$ cat src/hw/rtl/tmcg_pkg.sv
package tmcg_pkg;

  localparam int MAX_SECTIONS = 256;

  localparam int IDX_W      = 8;
  localparam int CNT_W      = 9;
  localparam int RAD_W      = 16;
  localparam int TRIG_W     = 16;
  localparam int PH_W       = 32;
  localparam int RCP_Q_W    = 33;
  localparam int RCP_STEPS  = 33;
  localparam int RCP_CNT_W  = 6;
  localparam int CW         = 34;
  localparam int TRI_W      = 16;
  localparam int CFG_IDX_W  = 8;
  localparam int CFG_DATA_W = 16;
  localparam int X_W        = 18;
  localparam int Z_W        = 17;

  localparam int CORDIC_STEPS = 16;
  localparam logic signed [CW-1:0] CORDIC_GAIN = 34'sd652032874;
  localparam logic signed [CW-1:0] ATAN_TURNS [CORDIC_STEPS] = '{
    34'sd536870912, 34'sd316933406, 34'sd167458907, 34'sd85004756,
    34'sd42667331,  34'sd21354465,  34'sd10679838,  34'sd5340245,
    34'sd2670163,   34'sd1335087,   34'sd667544,    34'sd333772,
    34'sd166886,    34'sd83443,     34'sd41722,     34'sd20861
  };

  // pipeline stage numbers
  localparam int ST_RED     = 0;
  localparam int ST_MUL     = 1;
  localparam int ST_DIV_HI  = 2;
  localparam int ST_DIV_LO  = 3;
  localparam int ST_PH      = 4;
  localparam int ST_FOLD    = 5;
  localparam int ST_CORDIC  = 6;
  localparam int ST_ROUND   = ST_CORDIC + CORDIC_STEPS;
  localparam int ST_MIX     = ST_ROUND + 1;
  localparam int ST_PROD    = ST_MIX + 1;
  localparam int ST_OUT     = ST_PROD + 1;
  localparam int NUM_STAGES = ST_OUT + 1;

  localparam logic [RAD_W-1:0] OUTER_RADIUS_RST = 16'd2560;
  localparam logic [RAD_W-1:0] INNER_RADIUS_RST = 16'd1280;
  localparam logic [CNT_W-1:0] SEGMENTS_RST     = 9'd20;
  localparam logic [CNT_W-1:0] RINGS_RST        = 9'd20;

  typedef enum logic [CFG_IDX_W-1:0] {
    CFG_OUTER_RADIUS = 8'd0,
    CFG_INNER_RADIUS = 8'd1,
    CFG_SEGMENTS     = 8'd2,
    CFG_RINGS        = 8'd3
  } cfg_reg_t;

  typedef logic [NUM_STAGES-1:0] stage_en_t;

  typedef struct packed {
    logic [TRI_W-1:0] cur;
    logic [TRI_W-1:0] nring;
    logic [TRI_W-1:0] nseg;
    logic [TRI_W-1:0] diag;
  } tri_idx_t;

  typedef enum logic {
    RCP_IDLE,
    RCP_RUN
  } rcp_state_t;

  typedef struct packed {
    logic             qb;
    logic [CNT_W-1:0] rem;
  } div_step_t;

  // one restoring divide step, remainder stays below the divisor
  function automatic div_step_t div_step(input logic [CNT_W-1:0] rem, input logic b,
                                         input logic [CNT_W-1:0] d);
    logic [CNT_W:0] sh;
    div_step_t      res;
    sh      = {rem, b};
    res.qb  = (sh >= {1'b0, d});
    res.rem = res.qb ? CNT_W'(sh - {1'b0, d}) : CNT_W'(sh);
    return res;
  endfunction

  function automatic logic [CNT_W-1:0] eff_sections(input logic [CNT_W-1:0] v);
    logic [CNT_W-1:0] res;
    res = v;
    if (v == '0) begin
      res = CNT_W'(1);
    end else if (int'(v) > MAX_SECTIONS) begin
      res = CNT_W'(MAX_SECTIONS);
    end
    return res;
  endfunction

endpackage

$ cat src/hw/rtl/tmcg_angle.sv
// index -> reduced index -> turn phase round(k*2^32/n) -> folded CORDIC angle
module tmcg_angle (
  input  logic                              clk,
  input  tmcg_pkg::stage_en_t               adv,
  input  logic [tmcg_pkg::IDX_W-1:0]        idx_i,
  input  logic [tmcg_pkg::CNT_W-1:0]        cnt_i,
  input  logic [tmcg_pkg::RCP_Q_W-1:0]      rcp_quo_i,
  input  logic [tmcg_pkg::CNT_W-1:0]        rcp_rem_i,
  output logic [tmcg_pkg::IDX_W-1:0]        red_o,
  output logic signed [tmcg_pkg::CW-1:0]    z_o,
  output logic                              flip_o
);

  localparam int NUM_W    = 18;
  localparam int QD_W     = 9;
  localparam int HI_STEPS = 5;
  localparam int LO_STEPS = QD_W - HI_STEPS;
  localparam logic signed [tmcg_pkg::CW-1:0] QUARTER = 34'sd1073741824;
  localparam logic signed [tmcg_pkg::CW-1:0] HALF    = 34'sd2147483648;

  logic [tmcg_pkg::IDX_W-1:0]     red_r, red_nxt;
  logic [tmcg_pkg::CNT_W-1:0]     red_rem;
  tmcg_pkg::div_step_t            red_st;

  logic [tmcg_pkg::CNT_W-1:0]     k;
  logic [tmcg_pkg::PH_W-1:0]      kq1_r, kq1_nxt, kq2_r, kq3_r;
  logic [NUM_W-1:0]               num_r, num_nxt;

  logic [tmcg_pkg::CNT_W-1:0]     hi_rem_r, hi_rem_nxt;
  logic [HI_STEPS-1:0]            qhi_r, qhi_nxt;
  logic [LO_STEPS-1:0]            lo_r;
  tmcg_pkg::div_step_t            hi_st;

  logic [tmcg_pkg::CNT_W-1:0]     lo_rem;
  logic [LO_STEPS-1:0]            qlo;
  logic [QD_W-1:0]                qd_r;
  tmcg_pkg::div_step_t            lo_st;

  logic [tmcg_pkg::PH_W-1:0]      ph_r;
  logic signed [tmcg_pkg::CW-1:0] zs, z_r, z_nxt;
  logic                           flip_r, flip_nxt;

  // index mod count, one restoring step per bit
  always_comb begin
    red_rem = '0;
    red_st  = '0;
    for (int b = tmcg_pkg::IDX_W - 1; b >= 0; b--) begin
      red_st  = tmcg_pkg::div_step(red_rem, idx_i[b], cnt_i);
      red_rem = red_st.rem;
    end
    red_nxt = tmcg_pkg::IDX_W'(red_rem);
  end

  // 2^32 = Q*n + R, so k*2^32 + n/2 = k*Q*n + (k*R + n/2)
  always_comb begin
    k       = {1'b0, red_r} + 1'b1;
    kq1_nxt = tmcg_pkg::PH_W'(k) * tmcg_pkg::PH_W'(rcp_quo_i);
    num_nxt = NUM_W'(k) * NUM_W'(rcp_rem_i) + NUM_W'(cnt_i >> 1);
  end

  // num < 512*n, so the top bits start below the divisor
  always_comb begin
    hi_rem_nxt = num_r[NUM_W-1:QD_W];
    hi_st      = '0;
    qhi_nxt    = '0;
    for (int b = HI_STEPS - 1; b >= 0; b--) begin
      hi_st      = tmcg_pkg::div_step(hi_rem_nxt, num_r[b + LO_STEPS], cnt_i);
      hi_rem_nxt = hi_st.rem;
      qhi_nxt[b] = hi_st.qb;
    end
  end

  always_comb begin
    lo_rem = hi_rem_r;
    lo_st  = '0;
    qlo    = '0;
    for (int b = LO_STEPS - 1; b >= 0; b--) begin
      lo_st  = tmcg_pkg::div_step(lo_rem, lo_r[b], cnt_i);
      lo_rem = lo_st.rem;
      qlo[b] = lo_st.qb;
    end
  end

  // fold to [-90, 90] degrees, negate at the end
  always_comb begin
    zs       = tmcg_pkg::CW'(signed'(ph_r));
    z_nxt    = zs;
    flip_nxt = 1'b0;
    if (zs > QUARTER) begin
      z_nxt    = zs - HALF;
      flip_nxt = 1'b1;
    end else if (zs < -QUARTER) begin
      z_nxt    = zs + HALF;
      flip_nxt = 1'b1;
    end
  end

  always_ff @(posedge clk) begin
    if (adv[tmcg_pkg::ST_RED]) begin
      red_r <= red_nxt;
    end
    if (adv[tmcg_pkg::ST_MUL]) begin
      kq1_r <= kq1_nxt;
      num_r <= num_nxt;
    end
    if (adv[tmcg_pkg::ST_DIV_HI]) begin
      kq2_r    <= kq1_r;
      hi_rem_r <= hi_rem_nxt;
      qhi_r    <= qhi_nxt;
      lo_r     <= num_r[LO_STEPS-1:0];
    end
    if (adv[tmcg_pkg::ST_DIV_LO]) begin
      kq3_r <= kq2_r;
      qd_r  <= {qhi_r, qlo};
    end
    if (adv[tmcg_pkg::ST_PH]) begin
      ph_r <= kq3_r + tmcg_pkg::PH_W'(qd_r);
    end
    if (adv[tmcg_pkg::ST_FOLD]) begin
      z_r    <= z_nxt;
      flip_r <= flip_nxt;
    end
  end

  assign red_o  = red_r;
  assign z_o    = z_r;
  assign flip_o = flip_r;

endmodule

$ cat config.mk
export PLATFORM = sky130hd
export DESIGN_NAME = tmcg_angle
export DESIGN_NICKNAME = d
export VERILOG_FILES = /design/src/hw/rtl/tmcg_pkg.sv /design/src/hw/rtl/tmcg_angle.sv
export SDC_FILE = /design/constraint.sdc
export NUM_CORES = 1
export LEC_CHECK = 0
export ABC_AREA = 0
export BUFFER_PORTS_ARGS = -buffer_cell sky130_fd_sc_hd__buf_2
export CAP_MARGIN = 20
export CORE_MARGIN = 1.5
export CORE_UTILIZATION = 58
export CTS_CLUSTER_SIZE = 16
export DETAILED_ROUTE_END_ITERATION = 10
export PLACE_DENSITY = 0.81
export SLEW_MARGIN = 25
export SYNTH_ARGS = -nofsm -noshare
export SYNTH_HDL_FRONTEND = slang
export SYNTH_SLANG_ARGS = --single-unit
$ cat constraint.sdc
create_clock -name clk -period 27.2 [get_ports clk]
set_input_delay 1.36 -clock clk [delete_from_list [all_inputs] [get_ports clk]]
set_output_delay 1.36 -clock clk [all_outputs]
set_load 0.1 [all_outputs]
==> results of run 1 <==
-- stage by stage --
step / cells / cell area, µm² / hold WS (ns) / utilization, % / worst slack [ns]
after floorplan: 2453 / 24500 / 0.400 / - / 10.10
after global placement: 3057 / 25700 / 0.405 / 61.4 / 7.71
after detailed placement: 3057 / 25700 / 0.405 / 61.4 / 7.36
after CTS: 3099 / 26400 / 0.396 / 63.2 / 7.82
after global routing: 3100 / 26400 / 0.397 / 63.2 / 5.99
final: 3100 / 26400 / 0.405 / 63.2 / 7.51
-- layout by cell type (no fill, tap or decap), types with 7 or more instances in the layout --
cell,count
inv_1,304
ha_1,250
nand2_1,249
fa_1,249
edfxtp_1,215
and2_1,127
xnor2_1,121
nor2_1,106
buf_2,106
a21oi_1,99
o21ai_0,84
a21o_1,67
nand2b_1,60
nor2b_1,47
mux2_2,46
xor2_1,45
nand3_1,39
nand4_1,34
mux2i_1,28
nor3_1,23
clkbuf_16,23
buf_4,22
and3_1,18
o21a_1,15
o21bai_1,14
nor4_1,13
a21boi_0,11
o31ai_1,10
a211oi_1,10
o221ai_1,7
-- layer usage --
metal	track usage [%]	vias up
li1	-	8520
met1	33.0	8793
met2	43.6	613
met3	3.26	105
met4	6.92	6
met5	0	-
-- worst paths after layout --
path	depth (start not counted)	end	from	slack, ns
setup / recovery	65	red_o[0]$_DFFE_PP_	cnt_i[1]	7.51
hold / removal	0	kq3_r[23]$_DFFE_PP_	kq2_r[23]$_DFFE_PP_	0.41
setup reg to reg	48	hi_rem_r[7]$_DFFE_PP_	num_r[8]$_DFFE_PP_	14.45
hold reg to reg	0	kq3_r[23]$_DFFE_PP_	kq2_r[23]$_DFFE_PP_	0.41
-- state kept, by name (all words and copies together), names as in the netlist --
name / cells
flip_o: 1
kq3_r: 32
z_o: 33
hi_rem_r: 9
qd_r: 9
kq1_r: 32
red_o: 8
num_r: 18
qhi_r: 5
lo_r: 4
ph_r: 32
kq2_r: 32
-- area by class of cell --
type | instances | share of cell area [%]
Clock buffer | 26 | 2.22
Antenna cell | 1 | 0.00947
Sequential cell | 215 | 24.4
Clock inverter | 16 | 0.629
Multi-Input combinational cell | 1871 | 63.2
Tap cell | 539 | 2.55
Inverter | 304 | 4.32
Timing Repair Buffer | 128 | 2.63
-- critical path: cells and delay by family --
kind                     cells  cell delay (ns)
AO/OA/AOI/OAI               30             8.91
AND/OR/NAND/NOR             19             4.78
buffers and inverters        3             0.45
multiplexers                 6             1.82
adder cells (fa/ha/maj)      7             2.66
-- logic make-up after synthesis --
kind of cell               after synthesis  share of synthesized area [%]
adders and majority gates              499                           33.1
and+or+nand+nor                        744                           15.3
xor gates and xnor gates               172                           6.14
buffers and inverters                  367                           5.72
DFF                                    215                           26.3
muxes                                   77                           3.42
AOI/OAI and AO/OA                      379                           10.0
==> key figures, run 1 <==
Global routing
  – First-pass GRT wire length: 89800 µm
  – Largest net degree at the start of global routing: 51
  – Congestion Overflow GR: 0
  – GRT Resource Usage Total: 25.0%
  – Vias in the first global route: 18700
  – Initial antenna violation count: 4

Placed design
  – Final HPWL from detailed placement: 41100 µm
  – I/O Buffers: 107
  – Routability cong.: 0.898

Logic synthesis
  – Post-synth top flop: edfxtp_1
  – Post-Syn Nets: 3038
  – FF+latch count, synth: 215
  – Top cell type's share of synthesized area: 26.3%
  – Most frequent cell after synthesis: inv_1
  – Syn_area_per_cell: 10.0 µm²
  – Mapped Area: 24500 µm²
  – Post-synth EDFFs: 215
  – Synth area leader: edfxtp_1
  – Synth cell types: 71
  – Yosys warns: 0
  – Post-synth ARST share: 0%
  – Seq/Total Area, Yosys: 26.3%
  – Mapped Cells: 2453
  – Area contributors post-synth: edfxtp_1, fa_1, ha_1, inv_1, xnor2_1
  – Commonest cells in the netlist: inv_1, ha_1, fa_1, nand2_1, edfxtp_1

Floorplanning
  – Die Y: 209 µm
  – Die area: 43500 µm²
  – Top-level I/O count: 129
  – Row cnt: 75
  – Std-Cell Core Area: 41900 µm²
  – Die width: 209 µm
  – Initial Util: 58.6%

Clocking
  – CTS sink cnt: 215
  – H-tree lvl count: 1
  – Clk slew on worst S/H paths: 0.07 ns
  – CTS root buffer: clkbuf_16
  – Setup Buffers After CTS: 0
  – Num CTS Buffers: 23
  – Clk Latency, worst-skew pair: 0.52 ns
  – CTS tree: done
  – Max clock buf depth: 3
  – Post-cts sizing count: 0
  – Hold_buf cts: 0

Detailed routing
  – Routed wl met2: 26100 µm
  – Initial DRC count: 1095
  – Pre-antenna DRT Iters: 5
  – DR DRC count: 0
  – Post-DR wirelength/cell: 17.3 µm
  – Vias per Instance: 5.82
  – Routed wire length: 53700 µm
  – Via Count: 18000
  – Detail Route Antenna Nets: 0
  – Met3 Routed Length: 3480 µm
  – DR top layer: met5
  – Routed length on met1: 22900 µm

Worst setup path
  – Critical path launch point type: input pin
  – Critical path fanouts, max: 25
  – CP arrival: 20.02 ns
  – WS Path Type: in2reg
  – CP Capture Type: flip-flop
  – CP max stage delay: 0.69 ns
  – Worst path required time: 27.53 ns
  – CP max-delay cell: or4_1
  – Critical Path Most Common Cell: o21ai_0

Run
  – Max-Cap Viols: 0

Timing
  – Final setup fails: 0
  – Final period utilization: 72.4%
  – Fin. Hold Viols: 0
  – Min Clock Period, post-route: 19.69 ns
  – RSZ-0062 raised after global routing: false
  – Rel. slew slack: 33.6%
  – Clock Skews: 0.0139 ns
  – Slew of the pin with the lowest slew margin: 0.994 ns
  – Fmax: 50.8 MHz
  – Pins Over Slew Limit: 0
  – Fin Setup TNS: 0 ns

Finish
  – Syn-to-layout area delta: 7.78%
  – Fillers: 3228
  – Area of the multi-input gates: 16700 µm²
  – Layout cells sized above 1: 9.10%
  – Sequential standard cell area: 6460 µm²
  – Final nets: 3128

Outcome
  – Status: completed

Worst hold path
  – Hold crit path type: reg2reg
Power of run 1 is not shown: default switching activity piles up to over one toggle a cycle in this logic, so the estimate is an artifact.
==> run 2: changes to the inputs <==
- clock period: 27.2 -> 18.2 ns (I/O delays scaled with it)
==> run 2 against run 1 <==
Setup slack got worse by 6.4 ns. Highest routed layer unchanged. First-iteration DRC count decreased by 3.7%. Die area unchanged. Routed wire length increased by 2.1%. Critical path depth increased by 1. Clock-buffer cell count decreased by 3. Clock skew decreased by 0.00090 ns. Cell count increased by 0.19%. Global-route usage increased by 0.64 points. Sequential cell count unchanged. Non-clock buffer count increased by 10. Sequential share of layout area decreased by 0.11 points.
==> key figures, run 2 (synthesis gave the netlist of run 1 again) <==
Outcome
  – Status: completed

Worst setup path
  – CP max stage delay: 0.73 ns
  – R2R Setup Slk: 5.42 ns
  – Critical path launch point type: input pin
  – Worst path required time: 18.43 ns
  – Critical Path Most Common Cell: o21ai_0
  – Critical path fanouts, max: 21
  – Worst reg2reg path depth: 48
  – CP arrival: 17.33 ns
  – CP max-delay cell: or4_1
  – Crit Reg-Reg Endpoint: hi_rem_r[2]$_DFFE_PP_
  – CP Capture Type: flip-flop
  – WS Path Type: in2reg
  – R2R Path Start: num_r[8]$_DFFE_PP_

Detailed routing
  – Pre-antenna DRT Iters: 5
  – Via Count: 18100
  – Routed wire length: 54800 µm
  – Vias per Instance: 5.82
  – Detail Route Antenna Nets: 0
  – Post-DR wirelength/cell: 17.6 µm
  – Initial DRC count: 1054
  – DR DRC count: 0

Clocking
  – Max clock buf depth: 3
  – CTS root buffer: clkbuf_16
  – CTS tree: done
  – Setup Buffers After CTS: 0
  – Post-cts sizing count: 0
  – H-tree lvl count: 1
  – Hold_buf cts: 0
  – Clk slew on worst S/H paths: 0.07 ns
  – CTS sink cnt: 215
  – Clk Latency, worst-skew pair: 0.52 ns
  – Num CTS Buffers: 22

Finish
  – Area of the multi-input gates: 16800 µm²
  – Ant. Diodes: 0
  – Final nets: 3137
  – Most frequent cells in the layout: inv_1, ha_1, nand2_1, fa_1, edfxtp_1
  – Syn-to-layout area delta: 8.29%
  – Layout cells sized above 1: 9.74%
  – Max FFs per register: 33
  – Fillers: 3277
  – Most common cell after layout, fill and taps aside: inv_1
  – Sequential standard cell area: 6460 µm²

Floorplanning
  – Row cnt: 75
  – Die Y: 209 µm
  – Std-Cell Core Area: 41900 µm²
  – Die area: 43500 µm²
  – Top-level I/O count: 129
  – Initial Util: 58.6%
  – Die width: 209 µm

Run
  – Max-Cap Viols: 0

Global routing
  – First-pass GRT wire length: 91800 µm
  – GRT Resource Usage Total: 25.7%
  – Largest net degree at the start of global routing: 51
  – Initial antenna violation count: 3
  – Congestion Overflow GR: 0
  – Vias in the first global route: 19000

Worst hold path
  – Hold path start: kq2_r[1]$_DFFE_PP_
  – Hold Path Sink: kq3_r[1]$_DFFE_PP_
  – Hold crit path type: reg2reg
  – Hold Path Depth: 0

Timing
  – Fin. Hold Viols: 0
  – Fin Setup TNS: 0 ns
  – Worst setup margin: 1.10 ns
  – Slew of the pin with the lowest slew margin: 1.03 ns
  – Final period utilization: 93.9%
  – Clock Skews: 0.0130 ns
  – RSZ-0062 raised after global routing: false
  – Fmax: 58.5 MHz
  – Min Clock Period, post-route: 17.10 ns
  – Final setup fails: 0
  – Rel. slew slack: 31.4%
  – Pins Over Slew Limit: 0

Placed design
  – Setup WS pre-CTS: 0.448 ns
  – Final HPWL from detailed placement: 42100 µm
  – I/O Buffers: 107
  – Routability cong.: 0.898
==> run 2: worst max-delay path, delay by kind of cell <==
family / cells / cell delay, ns
compound gates: 34 / 8.07
fa+ha+maj: 7 / 2.60
buf+inv: 3 / 0.41
mux: 6 / 1.70
simple gates: 16 / 3.55
==> run 2: final cells by class <==
cell class	instances	share of cell area (%)
clock buffers	23	2.09
clock inverters	16	0.768
inverters	304	4.30
multi-input cells	1871	63.1
flip-flops and latches	215	24.3
well taps	539	2.54
repair buffers	138	2.89
==> run 2: layer usage <==
metal / GRT usage [%] / part of all wire [%] / vias to the layer above
li1: - / - / 8532
met1: 33.4 / 43 / 8846
met2: 44.9 / 49 / 579
met3: 3.55 / 6.0 / 113
met4: 7.40 / 2.3 / 6
met5: 0 / 0.078 / -
==> run 2: worst max path at each step <==
stage	start	end	slack (ns)	depth (start not counted)
floorplan	cnt_i[5]	red_o[3]$_DFFE_PP_	1.55	72
global placement	cnt_i[2]	red_o[2]$_DFFE_PP_	0.88	68
detailed placement	cnt_i[3]	red_o[2]$_DFFE_PP_	0.45	67
CTS	cnt_i[3]	red_o[2]$_DFFE_PP_	0.86	68
global route	cnt_i[3]	red_o[2]$_DFFE_PP_	0.03	67
finish	cnt_i[2]	red_o[2]$_DFFE_PP_	1.10	66
==> run 2: per-stage QoR <==
step	std cells	utilization (%)	hold WS (ns)	instance area, µm²
2_1_floorplan	2453	-	0.400	24500
3_3_place_gp	3067	61.5	0.405	25800
3_5_place_dp	3067	61.5	0.405	25800
4_1_cts	3106	63.3	0.414	26500
5_1_grt	3106	63.5	0.420	26600
6_report	3106	63.5	0.411	26600
Power of run 2 is left out for the same reason.
==> run 3: changes to the inputs <==
- CORE_UTILIZATION: 58 -> 50
- PLACE_DENSITY: 0.81 -> 0.72
- RECOVER_POWER: default -> 25
==> run 3 against run 2 <==
The flow now finishes with violations (capacitance limit, slew limit). Via count decreased by 0.94%. Core utilization decreased by 7.8 points. Routed wire length decreased by 0.25%. Clock-buffer cell count increased by 3. Clock skew increased by 0.0036 ns. Global-route usage decreased by 3.7 points. Sequential cell count unchanged. Critical path type unchanged. Critical endpoint is now red_o[3]$_DFFE_PP_. Largest cell class unchanged.
==> key figures, run 3 (synthesis gave the netlist of run 1 again) <==
Clocking
  – Max clock buf depth: 3
  – Num CTS Buffers: 24
  – CTS sink cnt: 215
  – CTS root buffer: clkbuf_16
  – Setup Buffers After CTS: 0
  – CTS tree: done
  – Post-cts sizing count: 0
  – Clk slew on worst S/H paths: 0.06 ns
  – Clk Latency, worst-skew pair: 0.53 ns
  – H-tree lvl count: 1
  – Hold_buf cts: 0

Floorplanning
  – Row cnt: 80
  – Top-level I/O count: 129
  – Die area: 50400 µm²
  – Die width: 224 µm
  – Std-Cell Core Area: 48000 µm²
  – Die Y: 224 µm
  – Initial Util: 51.1%

Timing
  – Final setup fails: 0
  – Slew of the pin with the lowest slew margin: 2.45 ns
  – Min Clock Period, post-route: 16.94 ns
  – Fin Setup TNS: 0 ns
  – Fin. Hold Viols: 0
  – Clock Skews: 0.0166 ns
  – Pins Over Slew Limit: 51
  – Final period utilization: 93.1%
  – Rel. slew slack: -63.4%
  – Fmax: 59.0 MHz
  – RSZ-0062 raised after global routing: false

Global routing
  – GR peak layer: met2
  – GRT Resource Usage Total: 22.0%
  – Congestion Overflow GR: 0
  – Grt met3 use: 2.87%
  – Met1 usage: 29.3%
  – First-pass GRT wire length: 90400 µm
  – Largest net degree at the start of global routing: 51
  – Initial antenna violation count: 4
  – Met2 usage: 38.0%
  – Vias in the first global route: 18500

Finish
  – Syn-to-layout area delta: 9.01%
  – Layout cells sized above 1: 9.78%
  – Most frequent cells in the layout: inv_1, ha_1, nand2_1, fa_1, edfxtp_1
  – Ant. Diodes: 0
  – Area of the multi-input gates: 16700 µm²
  – Final nets: 3143
  – Max FFs per register: 33
  – Most common cell after layout, fill and taps aside: inv_1
  – Sequential standard cell area: 6460 µm²
  – Fillers: 4134

Worst setup path
  – CP max-delay cell: or4_1
  – Critical path fanouts, max: 21
  – Worst path required time: 18.44 ns
  – Critical Path Most Common Cell: o21ai_0
  – CP arrival: 17.19 ns
  – Critical path launch point type: input pin
  – WS Path Type: in2reg
  – CP Capture Type: flip-flop
  – CP max stage delay: 0.68 ns

Run
  – Max-Cap Viols: 1

Placed design
  – Routability cong.: 0.909
  – I/O Buffers: 107
  – Final HPWL from detailed placement: 42100 µm

Detailed routing
  – Initial DRC count: 929
  – Routed wire length: 54600 µm
  – Via Count: 17900
  – Pre-antenna DRT Iters: 5
  – Post-DR wirelength/cell: 17.1 µm
  – DR DRC count: 0
  – Vias per Instance: 5.61
  – Detail Route Antenna Nets: 0

Worst hold path
  – Hold crit path type: reg2reg

Outcome
  – Status: complete, but fails checks
  – Failing checks: capacitance limit, slew limit
==> run 3: critical path: cells and delay by family <==
family / cells / cell delay [ns]
AOI/OAI and AO/OA: 35 / 7.77
adders and majority gates: 7 / 2.58
buffers and inverters: 5 / 0.69
muxes: 6 / 1.71
and+or+nand+nor: 16 / 3.49
==> run 3: metal layers <==
metal  up-vias  wire length (µm)
li1       8528                 -
met1      8776             24400
met2       516             26100
met3        78              2960
met4         8              1100
met5         -                62
==> run 3: final timing paths <==
| check | start | to | slack [ns] | depth (start not counted) |
|---|---|---|---|---|
| min reg2reg | kq2_r[10]$_DFFE_PP_ | kq3_r[10]$_DFFE_PP_ | 0.42 | 0 |
| max | cnt_i[3] | red_o[3]$_DFFE_PP_ | 1.26 | 69 |
| min | kq2_r[10]$_DFFE_PP_ | kq3_r[10]$_DFFE_PP_ | 0.42 | 0 |
| max reg2reg | num_r[8]$_DFFE_PP_ | hi_rem_r[2]$_DFFE_PP_ | 5.80 | 49 |
==> run 3: through the flow <==
step	cell area [µm²]	hold WS, ns	instances	worst slack (ns)	utilization [%]
final	26700	0.417	3191	1.26	55.7
after global routing	26700	0.423	3191	0.0631	55.7
after CTS	26700	0.418	3191	1.13	55.6
after detailed placement	25900	0.405	3147	0.661	53.9
after global placement	25900	0.406	3147	1.01	53.9
after floorplan	24500	0.400	2453	1.55	-
==> run 3: cell type report <==
class / count / area share, %
Clock buffer: 26 / 2.27
Clock inverter: 18 / 0.898
Inverter: 304 / 4.27
Multi-Input combinational cell: 1871 / 62.6
Sequential cell: 215 / 24.1
Tap cell: 615 / 2.88
Timing Repair Buffer: 142 / 2.98
Power of run 3 is left out for the same reason.
